$ cat config.mk
export PLATFORM = sky130hd
export DESIGN_NAME = srrb_ctrl
export DESIGN_NICKNAME = d
export VERILOG_FILES = /design/src/hdl/srrb_pkg.sv /design/src/hdl/srrb_ctrl.sv
export SDC_FILE = /design/constraint.sdc
export NUM_CORES = 1
export LEC_CHECK = 0
export BUFFER_PORTS_ARGS = -buffer_cell sky130_fd_sc_hd__buf_2
export CELL_PAD_IN_SITES_DETAIL_PLACEMENT = 1
export CELL_PAD_IN_SITES_GLOBAL_PLACEMENT = 1
export CORE_AREA = 3 3 40 42
export DETAILED_ROUTE_END_ITERATION = 12
export DIE_AREA = 0 0 43 45
export PLACE_DENSITY = 0.43
export RECOVER_POWER = 25
export SKIP_CTS_REPAIR_TIMING = 1
export SLEW_MARGIN = 10
export SYNTH_ARGS = -nofsm -noshare
export SYNTH_HDL_FRONTEND = slang
export SYNTH_SLANG_ARGS = --single-unit
$ cat constraint.sdc
create_clock -name clk -period 3.3 [get_ports clk]
set_input_delay 0.66 -clock clk [delete_from_list [all_inputs] [get_ports clk]]
set_output_delay 0.66 -clock clk [all_outputs]
set_load 0.01 [all_outputs]
$ cat src/hdl/srrb_pkg.sv
// ----------------------------------------------------------------------------
// srrb_pkg
// Shared types and constants of the slotted record ring buffer.
// ----------------------------------------------------------------------------
package srrb_pkg;

	localparam int DEF_SLOTS      = 8;
	localparam int DEF_SLOT_BYTES = 256;

	typedef enum logic [1:0] {
		OP_OPEN    = 2'd0,
		OP_WRITE   = 2'd1,
		OP_READ    = 2'd2,
		OP_ADVANCE = 2'd3
	} op_t;

	typedef struct packed {
		logic load;
		logic exec;
		logic len_rd;
		logic out_load;
	} ctl_cmd_t;

	typedef struct packed {
		logic out_free;
	} dp_sts_t;

endpackage

$ cat src/hdl/srrb_ctrl.sv
// ----------------------------------------------------------------------------
// srrb_ctrl
// Sequencer: accept one request, run it through the datapath, load the result.
// ----------------------------------------------------------------------------
module srrb_ctrl (
	input  logic             clk,
	input  logic             arst_n,
	input  logic             in_valid,
	output logic             in_ready,
	input  srrb_pkg::dp_sts_t sts,
	output srrb_pkg::ctl_cmd_t cmd
);
	import srrb_pkg::*;

	typedef enum logic [1:0] {
		S_IDLE,
		S_EXEC,
		S_LEN,
		S_DONE
	} state_t;

	state_t state_q;
	logic   rdy_q;

	assign in_ready     = rdy_q;
	assign cmd.load     = in_valid && rdy_q;
	assign cmd.exec     = (state_q == S_EXEC);
	assign cmd.len_rd   = (state_q == S_LEN);
	assign cmd.out_load = (state_q == S_DONE) && sts.out_free;

	always_ff @(posedge clk or negedge arst_n) begin
		if (!arst_n) begin
			state_q <= S_IDLE;
			rdy_q   <= 1'b1;
		end else begin
			case (state_q)
				S_IDLE: begin
					if (in_valid && rdy_q) begin
						state_q <= S_EXEC;
						rdy_q   <= 1'b0;
					end
				end
				S_EXEC: begin
					state_q <= S_LEN;
				end
				S_LEN: begin
					state_q <= S_DONE;
				end
				S_DONE: begin
					if (sts.out_free) begin
						state_q <= S_IDLE;
						rdy_q   <= 1'b1;
					end
				end
				default: begin
					state_q <= S_IDLE;
					rdy_q   <= 1'b1;
				end
			endcase
		end
	end

endmodule

==> impl_metrics.py, run 1 <==
metrics = {
    "pwr": {
        "clkPwrFrac_pct": 19.2,
        "pwr-share-seq_pct": 25.9,
        "peakVddDrop_v": 0.000214,
        "cellPowerDensity_mw_per_mm2": 998,
        "power.internal_w": 0.000204,
        "p_comb_share_pct": 54.9,
        "swShare_pct": 39.3,
        "report.power.total_w": 0.000336,
        "p_leak_nw": 0.187,
        "p_sw_w": 0.000132,
    },
    "logic_synthesis": {
        "synth_area_per_cell_um2": 11.0,
        "seq_area_frac_synth_pct": 30.2,
        "syn_nets": 33,
        "ys_types": 15,
        "synthCells": 23,
        "ys_seq_elements": 3,
        "synth_warnings": 0,
        "synthesis.area_um2": 253,
    },
    "floorplan": {
        "initial_core_util_pct": 19.7,
        "fp-row-count": 13,
        "die_w_um": 43,
        "dieHeight_um": 45,
        "die_area_mm2": 0.00194,
        "core-area_mm2": 0.00128,
        "top_level_ports": 9,
    },
    "global_routing": {
        "antenna_found_initial": 0,
        "gr-total-overflow": 0,
        "grt_pass1_vias": 225,
        "grt_usage_pct": 6.17,
        "grt_max_degree": 6,
        "grt_pass1_wl_um": 883,
    },
    "timing": {
        "tightest_slew_ns": 0.187,
        "slew_headroom_pct": 87.5,
        "hold_violations": 0,
        "fin_setup_tns_ns": 0,
        "fin_crit_ns": 1.80,
        "max_freq_mhz": 555,
        "rsz0062_at_grt": "no",
        "skew_ns": 0.00152,
        "maxSlewViolCount": 0,
        "fin_crit_sh_pct": 54.6,
        "setup_viol": 0,
    },
    "drt": {
        "num_vias": 202,
        "vias_per_cell": 4.04,
        "wirelength_um": 512,
        "drt_iter0_markers": 0,
        "post_drt_wl_per_cell_um": 10.2,
        "route.detailed.drc": 0,
        "dr.pass1.iters": 1,
        "antenna_left": 0,
    },
    "critical_path": {
        "required_ns": 2.64,
        "arrival_ns": 1.14,
        "cp-start-kind": "flip-flop",
        "endpoint_kind": "output pin",
        "slowest_delay_ns": 0.43,
        "crit_path_max_fanout": 5,
        "path_cells": "ha_1, and2_1, buf_2",
        "path_class": "flip-flop to output pin",
        "cp_slowest_cell": "dfrtp_1",
    },
    "clocking": {
        "cts_root_buffer": "clkbuf_4",
        "numCtsBuffers": 3,
        "cts_tree": "yes",
        "path_clk_slew_ns": 0.04,
        "cts_sinks": 3,
        "htreeDepth": 1,
        "clkLatencyLatePin_ns": 0.23,
        "clockBufferDepth": 2,
    },
    "final_layout": {
        "syn2layout_area_growth_pct": 33.2,
        "layout.cells.non_filler": 50,
        "fin_util_pct": 26.2,
        "drive_gt1_share_pct": 42.9,
        "final_cell_mix": "buf_2 (7), ha_1 (6), inv_1 (3), clkbuf_4 (3)",
        "insertedDiodeCount": 0,
        "final_common_cell": "buf_2",
        "final_net_count": 46,
    },
    "min_path": {
        "hp-class": "primary input to asynchronous set/reset pin",
    },
    "placement": {
        "gp_routability_congestion": 0.681,
        "port_buffers": 8,
        "dp_cells": 46,
    },
    "outcome": {
        "outcome": "finished clean",
    },
    "run": {
        "drv_cap": 0,
    },
}
registers in the layout (all words and copies together) (netlist names):
register / cells
in_ready: 1
state_q: 2
synthesized netlist by cell type:
library cell / count / share of area [%]
nand2b_1: 1 / 2.5
dfstp_2: 1 / 10
and2_1: 1 / 2.5
a2bb2oi_1: 1 / 3.5
nor2b_1: 1 / 2.5
mux2_4: 1 / 5.9
ha_1: 6 / 30
o21ai_0: 1 / 2.0
inv_1: 3 / 4.5
nor2b_4: 1 / 5.4
dfrtp_1: 2 / 20
nand2_2: 1 / 2.5
mux2i_1: 1 / 4.0
a21oi_2: 1 / 3.5
nor2_1: 1 / 1.5
worst max-delay path, delay by kind of cell (launching register included):
family / cells / cell delay [ns]
fa+ha+maj: 1 / 0.22
buf+inv: 1 / 0.13
flops: 1 / 0.43
simple gates: 1 / 0.13
path summary, 6_finish.rpt:
| kind | startpoint | endpoint | slack, ns | depth (start not counted) |
|---|---|---|---|---|
| worst max-delay path | state_q[1] | cmd[0] | 1.50 | 3 |
| worst min-delay path | arst_n | state_q[1] | 0.23 | 1 |
| worst max register to register | state_q[1] | state_q[1] | 1.90 | 4 |
| worst min register to register | in_ready | in_ready | 0.52 | 2 |
| max in group asynchronous | arst_n | in_ready | 2.85 | 1 |
| min in group clk | in_ready | in_ready | 0.52 | 2 |
through the flow:
stage / hold slack (ns) / cell area (um2) / worst slack, ns
floorplan: 0.364 / 253 / 1.82
global placement: 0.455 / 312 / 1.59
detailed placement: 0.458 / 312 / 1.59
CTS: 0.211 / 338 / 1.49
global route: 0.224 / 337 / 1.44
finish: 0.226 / 337 / 1.50
power groups by stage:
stage / logic [W] / registers, W / clock network (W)
floorplan: 0.000135 / 0.0000851 / 0
global placement: 0.000180 / 0.0000892 / 0
detailed placement: 0.000188 / 0.0000884 / 0
CTS: 0.000188 / 0.0000880 / 0.0000670
global route: 0.000206 / 0.0000907 / 0.0000725
finish: 0.000184 / 0.0000869 / 0.0000646
area by class of cell:
cell class,count,area [um2]
repair buffers,8,38.8
flip-flops and latches,3,76.3
fillers,159,948
inverters,3,11.3
multi-input cells,17,165
clock buffers,4,26.3
well taps,15,18.8
kinds of logic after synthesis:
group	after synthesis	synth area share (%)
compound gates	3	8.91
mux	2	9.90
simple gates	6	16.8
fa+ha+maj	6	29.7
flops	3	30.2
buf+inv	3	4.46
layer usage:
layer  vias up  global-route usage, %  share of wire, %
li1         98                      -                 -
met1        98                   5.80                41
met2         6                   11.1                51
met3         0                   1.59               7.8
met4         0                   5.42                 0
met5         -                      0                 0
Note: power is estimated with default switching activity, not from simulation.
==> run 2, diff against run 1 <==
--- a/config.mk
+++ b/config.mk
@@ -11,7 +11,7 @@
 export CORE_AREA = 3 3 40 42
 export DETAILED_ROUTE_END_ITERATION = 12
 export DIE_AREA = 0 0 43 45
-export PLACE_DENSITY = 0.43
+export PLACE_DENSITY = 0.44
 export RECOVER_POWER = 25
 export SKIP_CTS_REPAIR_TIMING = 1
 export SLEW_MARGIN = 10
==> constraint.sdc (replaced) <==
create_clock -name clk -period 1.6 [get_ports clk]
set_input_delay 0.32 -clock clk [delete_from_list [all_inputs] [get_ports clk]]
set_output_delay 0.32 -clock clk [all_outputs]
set_load 0.01 [all_outputs]
==> run 2 against run 1 <==
Against the previous run: clock-buffer cell count unchanged; register-to-register slack got worse by 1.7 ns; clock skew increased by 0.0039 ns; global-route usage increased by 1.3 points.
==> impl_metrics.py, run 2 (synthesis results as in run 1) <==
metrics = {
    "global_routing": {
        "grt_pass1_wl_um": 890,
        "grt_max_degree": 6,
        "gr-total-overflow": 0,
        "antenna_found_initial": 0,
        "grt_usage_pct": 7.49,
        "grt_pass1_vias": 199,
    },
    "clocking": {
        "path_clk_slew_ns": 0.04,
        "clockBufferDepth": 2,
        "cts_sinks": 3,
        "cts_tree": "yes",
        "clkLatencyLatePin_ns": 0.24,
        "cts_root_buffer": "clkbuf_4",
        "numCtsBuffers": 3,
        "htreeDepth": 1,
    },
    "drt": {
        "antenna_left": 0,
        "drt_iter0_markers": 1,
        "num_vias": 200,
        "routed-wl-met2_um": 270,
        "wl_met3_um": 39,
        "route.detailed.drc": 0,
        "vias_per_cell": 3.92,
        "dr.pass1.iters": 2,
        "post_drt_wl_per_cell_um": 10.0,
        "wirelength_um": 511,
        "routed.top_layer": "met4",
        "wl_met1_um": 186,
    },
    "critical_path": {
        "endpoint_kind": "output pin",
        "critPathTopFamily": "flip-flops",
        "crit_path_max_fanout": 5,
        "required_ns": 1.28,
        "path_class": "flip-flop to output pin",
        "arrival_ns": 1.14,
        "path_cells": "ha_1, and2_1, buf_2",
        "cp-start-kind": "flip-flop",
        "slowest_delay_ns": 0.43,
        "cp_slowest_cell": "dfrtp_1",
        "path_buf_inv": 1,
    },
    "floorplan": {
        "initial_core_util_pct": 19.7,
        "fp-row-count": 13,
        "die_w_um": 43,
        "die_area_mm2": 0.00194,
        "core-area_mm2": 0.00128,
        "dieHeight_um": 45,
        "top_level_ports": 9,
    },
    "outcome": {
        "outcome": "finished clean",
    },
    "final_layout": {
        "layout.cells.non_filler": 51,
        "regMostFlops": "state_q",
        "syn2layout_area_growth_pct": 37.1,
        "final_net_count": 47,
        "drive_gt1_share_pct": 41.7,
        "final_common_cell": "buf_2",
        "largest_reg_flops": 2,
        "insertedDiodeCount": 0,
        "final_cell_mix": "buf_2 (7), ha_1 (6), inv_1 (3), clkbuf_4 (3)",
        "regArea_um2": 76.3,
        "num-fill-cells": 153,
        "multi_input_area_um2": 165,
    },
    "timing": {
        "rsz0062_at_grt": "no",
        "setup_viol": 0,
        "fin_setup_tns_ns": 0,
        "tightest_slew_ns": 0.194,
        "hold_violations": 0,
        "fin_crit_sh_pct": 91.2,
        "max_freq_mhz": 685,
        "skew_ns": 0.00541,
        "holdWs_ns": 0.432,
        "maxSlewViolCount": 0,
        "slew_headroom_pct": 87.1,
        "fin_crit_ns": 1.46,
    },
    "pwr": {
        "cellPowerDensity_mw_per_mm2": 1980,
        "p_leak_nw": 0.191,
        "peakVddDrop_v": 0.000525,
    },
    "placement": {
        "dp_cells": 46,
        "gp_routability_congestion": 0.663,
        "dp_hpwl_um": 428,
        "port_buffers": 8,
    },
    "run": {
        "drv_cap": 0,
    },
    "min_path": {
        "hp-class": "primary input to asynchronous set/reset pin",
    },
}
run 2: cell types whose count changed in the layout (fill, tap and decap cells not counted):
cell,change
dlygate4sd3_1,+1
run 2: stage by stage:
| stage | util, % | setup slack (ns) | cell area [um2] | total power (W) |
|---|---|---|---|---|
| floorplan | - | 0.305 | 253 | 0.000455 |
| detailed placement | 24.2 | 0.202 | 312 | 0.000563 |
| global route | 27.0 | 0.0605 | 347 | 0.000768 |
| global placement | 24.2 | 0.204 | 312 | 0.000554 |
| finish | 27.0 | 0.140 | 347 | 0.000687 |
| CTS | 26.3 | 0.114 | 338 | 0.000706 |
run 2: worst paths after layout:
check | slack, ns | cells after the start | end | from
max | 0.14 | 3 | cmd[0] | state_q[1]
min | 0.43 | 2 | state_q[1] | arst_n
max reg2reg | 0.22 | 4 | state_q[1] | state_q[1]
min reg2reg | 0.52 | 2 | in_ready | in_ready
max in group asynchronous | 0.92 | 2 | in_ready | arst_n
min in group clk | 0.45 | 4 | in_ready | in_valid
run 2: power breakdown:
part | switching, W | internal (W) | leakage (nW)
registers | 0.0000481 | 0.000130 | 0.0340
clock network | 0.0000414 | 0.0000936 | 0.0150
logic | 0.000176 | 0.000197 | 0.142
total | 0.000266 | 0.000421 | 0.191
run 2: layout make-up:
class | instances | share of cell area [%]
multi-input cells | 17 | 47.7
flip-flops and latches | 3 | 22.0
repair buffers | 9 | 14.1
clock buffers | 4 | 7.58
well taps | 15 | 5.42
inverters | 3 | 3.25
run 2: worst register-to-register path, stage by stage (launching register included):
cell and delay, ns:
dfrtp_1 0.42, inv_1 0.11, ha_1 0.22, a21oi_2 0.21, mux2_4 0.31
run 2: layer usage:
| metal | vias up | global-route usage (%) |
|---|---|---|
| li1 | 98 | - |
| met1 | 93 | 6.02 |
| met2 | 7 | 10.2 |
| met3 | 2 | 5.18 |
| met4 | 0 | 10.8 |
| met5 | - | 0 |
==> run 3, diff against run 2 <==
--- a/config.mk
+++ b/config.mk
@@ -5,7 +5,7 @@
 export SDC_FILE = /design/constraint.sdc
 export NUM_CORES = 1
 export LEC_CHECK = 0
-export BUFFER_PORTS_ARGS = -buffer_cell sky130_fd_sc_hd__buf_2
+export BUFFER_PORTS_ARGS = -buffer_cell sky130_fd_sc_hd__buf_4
 export CELL_PAD_IN_SITES_DETAIL_PLACEMENT = 1
 export CELL_PAD_IN_SITES_GLOBAL_PLACEMENT = 1
 export CORE_AREA = 3 3 40 42
==> run 3 against run 2 <==
Against the previous run: critical path depth unchanged; highest routed layer is now met3; power increased by 4.8%; final area increased by 5.1%; critical endpoint unchanged; register-to-register slack about the same; die area unchanged; largest cell class unchanged; global-route usage decreased by 0.57 points.
==> impl_metrics.py, run 3 (synthesis results as in run 1) <==
metrics = {
    "timing": {
        "hold_violations": 0,
        "setup_viol": 0,
        "tightest_slew_ns": 0.181,
        "rsz0062_at_grt": "no",
        "max_freq_mhz": 683,
        "holdWs_ns": 0.421,
        "slew_headroom_pct": 87.9,
        "fin_crit_sh_pct": 91.5,
        "maxSlewViolCount": 0,
        "fin_crit_ns": 1.46,
        "fin_ws_ns": 0.136,
        "skew_ns": 0.00529,
        "fin_setup_tns_ns": 0,
    },
    "placement": {
        "dp_cells": 46,
        "dpl_worst_slack_ns": 0.201,
        "port_buffers": 8,
        "dp_hpwl_um": 442,
        "gp_routability_congestion": 0.628,
    },
    "critical_path": {
        "slowest_delay_ns": 0.41,
        "cp_slowest_cell": "dfrtp_1",
        "cp-start-kind": "flip-flop",
        "arrival_ns": 1.14,
        "critPathTopFamily": "flip-flops",
        "path_cells": "ha_1, and2_1, buf_4",
        "path_class": "flip-flop to output pin",
        "required_ns": 1.28,
        "crit_path_max_fanout": 4,
        "path_buf_inv": 1,
        "reg2reg_depth": 4,
        "worst-path-stages": 3,
        "endpoint_kind": "output pin",
    },
    "final_layout": {
        "drive_gt1_share_pct": 41.7,
        "largest_reg_flops": 2,
        "regMostFlops": "state_q",
        "insertedDiodeCount": 0,
        "fin_util_pct": 28.3,
        "final_cell_mix": "buf_4 (7), ha_1 (6), inv_1 (3), clkbuf_4 (3)",
        "layout.cells.non_filler": 51,
        "final_net_count": 47,
        "syn2layout_area_growth_pct": 44.1,
        "final_common_cell": "buf_4",
    },
    "drt": {
        "vias_per_cell": 3.84,
        "post_drt_wl_per_cell_um": 10.3,
        "num_vias": 196,
        "route.detailed.drc": 0,
        "wirelength_um": 526,
        "antenna_left": 0,
        "dr.pass1.iters": 2,
        "drt_iter0_markers": 2,
    },
    "clocking": {
        "cts_sinks": 3,
        "cts_tree": "yes",
        "clockBufferDepth": 2,
        "cts_root_buffer": "clkbuf_4",
        "numCtsBuffers": 3,
        "htreeDepth": 1,
        "path_clk_slew_ns": 0.04,
        "clkLatencyLatePin_ns": 0.24,
    },
    "floorplan": {
        "dieHeight_um": 45,
        "fp-row-count": 13,
        "die_w_um": 43,
        "die_area_mm2": 0.00194,
        "core-area_mm2": 0.00128,
        "top_level_ports": 9,
        "initial_core_util_pct": 19.7,
    },
    "global_routing": {
        "grt_max_degree": 6,
        "grt_pass1_wl_um": 917,
        "gr-total-overflow": 0,
        "grt_pass1_vias": 225,
        "grt_usage_pct": 6.92,
        "antenna_found_initial": 0,
    },
    "min_path": {
        "hp-class": "primary input to asynchronous set/reset pin",
    },
    "pwr": {
        "p_leak_nw": 0.195,
        "cellPowerDensity_mw_per_mm2": 1980,
        "peakVddDrop_v": 0.000489,
    },
    "outcome": {
        "outcome": "finished clean",
    },
    "run": {
        "drv_cap": 0,
    },
}
run 3: changes by cell type in the layout (fill, tap and decap cells not counted):
cell,previous run,this run
buf_2,7,0
buf_4,0,7
run 3: path summary, 6_finish.rpt:
path	from	slack, ns	endpoint
worst max-delay path	state_q[0]	0.14	cmd[0]
worst min-delay path	arst_n	0.42	state_q[0]
worst max register to register	state_q[0]	0.22	state_q[1]
worst min register to register	in_ready	0.52	in_ready
max in group asynchronous	arst_n	0.95	in_ready
min in group clk	sts	0.44	in_ready
run 3: metal layers:
| layer | share of wire, % | vias to the layer above | wire [um] | global-route usage, % |
|---|---|---|---|---|
| met5 | 0 | - | 0 | 0 |
| met4 | 0 | 0 | 0 | 9.04 |
| met3 | 3.8 | 0 | 20 | 1.59 |
| met2 | 57 | 4 | 300 | 11.1 |
| met1 | 39 | 94 | 205 | 6.54 |
| li1 | - | 98 | - | - |
run 3: cell type report:
class	count	area, um2
timing repair buffer	9	66.3
sequential	3	76.3
fill	149	921
inverter	3	11.3
clock buffer	4	26.3
tap	15	18.8
multi-input combinational	17	165
run 3: report_power, final:
group | leakage [nW] | switching (W) | internal, W | total, W
registers | 0.0340 | 0.0000501 | 0.000130 | 0.000180
clock network | 0.0150 | 0.0000425 | 0.0000937 | 0.000136
logic | 0.146 | 0.000178 | 0.000225 | 0.000404
total | 0.195 | 0.000271 | 0.000449 | 0.000720
run 3: per-stage QoR:
stage	power, W	area [um2]
floorplan	0.000455	253
global placement	0.000590	332
detailed placement	0.000597	332
CTS	0.000744	358
global route	0.000795	364
finish	0.000720	364
